`config.mk`:
```
export PLATFORM = sky130hd
export DESIGN_NAME = alist_ctrl
export DESIGN_NICKNAME = d
export VERILOG_FILES = /design/src/sv/alist_pkg.sv /design/src/sv/alist_ctrl.sv
export SDC_FILE = /design/constraint.sdc
export NUM_CORES = 1
export LEC_CHECK = 0
export BUFFER_PORTS_ARGS = -buffer_cell sky130_fd_sc_hd__buf_4
export CAP_MARGIN = 20
export CORE_AREA = 3 3 40 42
export DETAILED_ROUTE_END_ITERATION = 7
export DIE_AREA = 0 0 43 45
export GPL_TIMING_DRIVEN = 0
export PLACE_DENSITY = 0.63
export SLEW_MARGIN = 20
export SYNTH_ARGS = -nofsm -noshare
export SYNTH_HDL_FRONTEND = slang
export SYNTH_SLANG_ARGS = --single-unit
```
`constraint.sdc`:
```
create_clock -name i_clk -period 4 [get_ports i_clk]
set_input_delay 1 -clock i_clk [delete_from_list [all_inputs] [get_ports i_clk]]
set_output_delay 1 -clock i_clk [all_outputs]
set_load 0.005 [all_outputs]
```
`src/sv/alist_pkg.sv`:
```
package alist_pkg;

    // Default sizing of the list store
    localparam int DEF_CAPACITY     = 256;
    localparam int DEF_PAYLOAD_BITS = 32;

    // Fixed field widths of the request and response channels
    localparam int OPC_W     = 3;
    localparam int POS_W     = 8;
    localparam int VAL_W     = 32;
    localparam int ST_W      = 2;
    localparam int CNT_OUT_W = 9;

    typedef enum logic [OPC_W-1:0] {
        OP_GET    = 3'd0,
        OP_SET    = 3'd1,
        OP_APPEND = 3'd2,
        OP_INSERT = 3'd3,
        OP_REMOVE = 3'd4,
        OP_FIND   = 3'd5,
        OP_CLEAR  = 3'd6
    } t_opcode;

    typedef enum logic [ST_W-1:0] {
        ST_OK    = 2'd0,
        ST_RANGE = 2'd1,
        ST_FULL  = 2'd2
    } t_status;

    // Commands from the controller to the datapath
    typedef struct packed {
        logic load;       // capture request fields, clear result
        logic start;      // set up the store sweep for the current opcode
        logic step;       // advance the sweep by one entry
        logic put_pos;    // write the value at the requested position
        logic put_cnt;    // write the value at the end of the list
        logic cnt_inc;
        logic cnt_dec;
        logic cnt_clr;
        logic err_range;
        logic err_full;
        logic out_load;   // move the finished result into the output register
    } t_cmd;

    // Status from the datapath to the controller
    typedef struct packed {
        t_opcode op;
        logic    pos_lt_cnt;
        logic    pos_le_cnt;
        logic    full;
        logic    sweep_done;
        logic    match;
        logic    out_free;
    } t_stat;

endpackage

```
`src/sv/alist_ctrl.sv`:
```
module alist_ctrl (
    input  logic             i_clk,
    input  logic             i_rst_n,
    input  logic             i_in_valid,
    output logic             o_in_ready,
    input  alist_pkg::t_stat i_stat,
    output alist_pkg::t_cmd  o_cmd
);
    import alist_pkg::*;

    typedef enum logic [1:0] {
        S_IDLE,
        S_CHECK,
        S_SWEEP,
        S_DONE
    } t_state;

    t_state r_state;
    t_state n_state;

    assign o_in_ready = (r_state == S_IDLE);

    // Next state and datapath commands
    always_comb begin
        n_state = r_state;
        o_cmd   = '0;
        unique case (r_state)
            S_IDLE: begin
                if (i_in_valid) begin
                    o_cmd.load = 1'b1;
                    n_state    = S_CHECK;
                end
            end
            S_CHECK: begin
                n_state = S_DONE;
                unique case (i_stat.op)
                    OP_GET, OP_REMOVE: begin
                        if (i_stat.pos_lt_cnt) begin
                            o_cmd.start = 1'b1;
                            n_state     = S_SWEEP;
                        end else begin
                            o_cmd.err_range = 1'b1;
                        end
                    end
                    OP_SET: begin
                        if (i_stat.pos_lt_cnt) begin
                            o_cmd.put_pos = 1'b1;
                        end else begin
                            o_cmd.err_range = 1'b1;
                        end
                    end
                    OP_APPEND: begin
                        if (i_stat.full) begin
                            o_cmd.err_full = 1'b1;
                        end else begin
                            o_cmd.put_cnt = 1'b1;
                            o_cmd.cnt_inc = 1'b1;
                        end
                    end
                    OP_INSERT: begin
                        priority if (!i_stat.pos_le_cnt) begin
                            o_cmd.err_range = 1'b1;
                        end else if (i_stat.full) begin
                            o_cmd.err_full = 1'b1;
                        end else begin
                            o_cmd.start = 1'b1;
                            n_state     = S_SWEEP;
                        end
                    end
                    OP_FIND: begin
                        o_cmd.start = 1'b1;
                        n_state     = S_SWEEP;
                    end
                    OP_CLEAR: begin
                        o_cmd.cnt_clr = 1'b1;
                    end
                    default: begin
                    end
                endcase
            end
            S_SWEEP: begin
                o_cmd.step = 1'b1;
                priority if (i_stat.match) begin
                    n_state = S_DONE;
                end else if (i_stat.sweep_done) begin
                    n_state = S_DONE;
                    if (i_stat.op == OP_INSERT) begin
                        o_cmd.put_pos = 1'b1;
                        o_cmd.cnt_inc = 1'b1;
                    end
                    if (i_stat.op == OP_REMOVE) begin
                        o_cmd.cnt_dec = 1'b1;
                    end
                end
            end
            S_DONE: begin
                if (i_stat.out_free) begin
                    o_cmd.out_load = 1'b1;
                    n_state        = S_IDLE;
                end
            end
            default: begin
                n_state = S_IDLE;
            end
        endcase
    end

    // State register
    always_ff @(posedge i_clk) begin
        if (!i_rst_n) begin
            r_state <= S_IDLE;
        end else begin
            r_state <= n_state;
        end
    end

endmodule

```
==> impl_metrics.csv <==
group,metric,value,unit
clock_network,ctsHoldBuffers,0,
clock_network,clk_pin_slew,30,ps
pwr,power.density,425,nW/µm²
yosys,ys_top_cells_by_count,"ha_1, nor2_1",
timing,period_minus_slack,2790,ps
critical_path,crit_path_max_fanout,9,
timing,timing_hold_violations_final,0,
run,maxCapViolCount,0,
route,viasPerCell,5.05,
clock_network,cts_tree,"built",
timing,slew_headroom,0.752,
layout,design_area,561,µm²
route,avgRoutedWirePerCell,11.6,µm
timing,min_period_over_period,0.696,
yosys,synthesis.area,354,µm²
yosys,ys_top_cells_by_area,"ha_1, dfxtp_1, nand3b_1",
layout,fill_cells,145,
grt,gr-total-overflow,0,
route,first_iter_violations,2,
die,die-area,1940,µm²
timing,grt_setup_unrepaired,"no",
layout,area_growth,58.3,%
yosys,synth_cell_types,28,
die,io_pins,24,
placed_design,placedInstanceArea,538,µm²
clock_network,cts_sinks,2,
layout,top_regs,"r_state: 2 flops",
clock_network,cts_resized,0,
hold_path,hold_path_class,"flip-flop to flip-flop",
grt,grt_pass1_vias,429,
die,std_cell_rows,13,
layout,utilization,0.436,
clock_network,clkLatencyLatePin,220,ps
die,die_h,45,µm
critical_path,end_kind,"output pin",
yosys,ys.flop_type,"dfxtp_1",
yosys,syn_avg_cell_area,7.53,µm²
yosys,synth-edff-count,0,
timing,skew,2.74,ps
grt,grt_max_degree,10,
timing,setup_viol,0,
yosys,synth_top_cell_area_share,0.141,
layout,largest_reg_flops,2,
critical_path,crit_type,"input port to output pin",
yosys,synth-async-reset-ratio,0,
die,die_x,43,µm
status,status,"finished, final reports clean",
timing,setup_tns,0,ps
yosys,ys.warnings.count,0,
pwr,peakVddDrop,0.117,mV
timing,max_freq,0.359,GHz
clock_network,postCtsSetupBuffers,0,
yosys,synth-seq-cells,2,
clock_network,h-tree-depth,1,
timing,drv_slew,0,
critical_path,critPathRequiredTime,3000,ps
grt,grt_first_pass_wirelength,1620,µm
grt,antenna_found_initial,0,
layout,diodes,0,
route,drc,0,
clock_network,cts_inserted_buffers,3,
critical_path,worst_ep_arrival_time,1790,ps
grt,groute.usage.overall,0.105,
clock_network,clk_path_buf_depth,2,
yosys,synth_largest_area_cell,"ha_1",
timing,tightest_slew,371,ps
route,ant_nets,0,
yosys,syn-num-nets,63,
layout,regMostFlops,"r_state",
route,postRouteWirelength,1010,µm
die,core,1280,µm²
critical_path,cp-start-kind,"input port",
die,start_util,0.276,
route,first_pass_iters,3,
route,vias,439,
clock_network,cts_root_buffer,"clkbuf_4",
pwr,p_leak,0.262,nW
layout,nNetsFinal,90,
placed_design,routabilityCongestion,0.709,
layout,drive_gt1_frac,0.375,
placed_design,io_buffers,22,
yosys,ys_seq_area_frac,0.113,
yosys,syn_inst,47,
==> area by class of cell <==
cell class	count	area (µm²)	area share
plain buffers	1	7.51	0.0134
multi-input cells	41	295	0.527
repair buffers	22	165	0.295
clock buffers	3	22.5	0.0402
inverters	3	11.3	0.0201
flip-flops and latches	2	40.0	0.0714
well taps	15	18.8	0.0335
==> path summary, 6_finish.rpt <==
| check | slack [ps] | depth (start not counted) | from | to |
|---|---|---|---|---|
| worst max-delay path | 1210 | 5 | i_stat[7] | o_cmd[5] |
| worst min-delay path | 550 | 2 | r_state[1] | r_state[1] |
| worst max register to register | 2300 | 5 | r_state[0] | r_state[0] |
| worst min register to register | 550 | 2 | r_state[1] | r_state[1] |
==> kinds of logic after synthesis <==
| family | synth area share |
|---|---|
| AOI/OAI and AO/OA | 0.216 |
| xor gates and xnor gates | 0.0247 |
| adders and majority gates | 0.141 |
| buffers and inverters | 0.0530 |
| DFF | 0.113 |
| muxes | 0.0283 |
| and+or+nand+nor | 0.424 |
==> critical path: stages <==
cell     delay (ps)
buf_4           130
nand2_1          90
nor4_1          280
o21a_1          180
buf_4           100
==> cell usage in the layout (no fill, tap or decap), drive strengths merged, types with 2 or more instances in the layout <==
| master | count |
|---|---|
| clkbuf | 3 |
| nand3b | 3 |
| nor4 | 2 |
| ha | 4 |
| dfxtp | 2 |
| nor2b | 3 |
| buf | 23 |
| inv | 3 |
| o221a | 2 |
| nor2 | 4 |
| nor3 | 2 |
| o21a | 2 |
| nand2 | 3 |
| and2 | 2 |
==> stage by stage <==
stage	worst slack (ps)	std cells	power [mW]	hold slack [ps]
after global placement	1200	84	0.194	541
after CTS	1200	87	0.244	550
after global routing	1120	87	0.261	590
after detailed placement	1220	84	0.199	544
after floorplan	1310	47	0.133	493
final	1210	87	0.238	550
==> power by group <==
part / total (mW) / leakage [nW] / switching, mW / internal [mW]
Sequential: 0.0412 / 0.0166 / 0.0116 / 0.0296
Combinational: 0.154 / 0.231 / 0.0718 / 0.0825
Clock: 0.0427 / 0.0138 / 0.00974 / 0.0330
==> routing by layer <==
layer,wire (µm),GRT usage,vias to the layer above,part of all wire
met4,0,0.0361,0,0
li1,-,-,224,-
met3,100,0.0279,0,0.099
met2,478,0.210,20,0.47
met1,431,0.105,195,0.43
met5,0,0,-,0
Power figures use the tool's default switching activity.
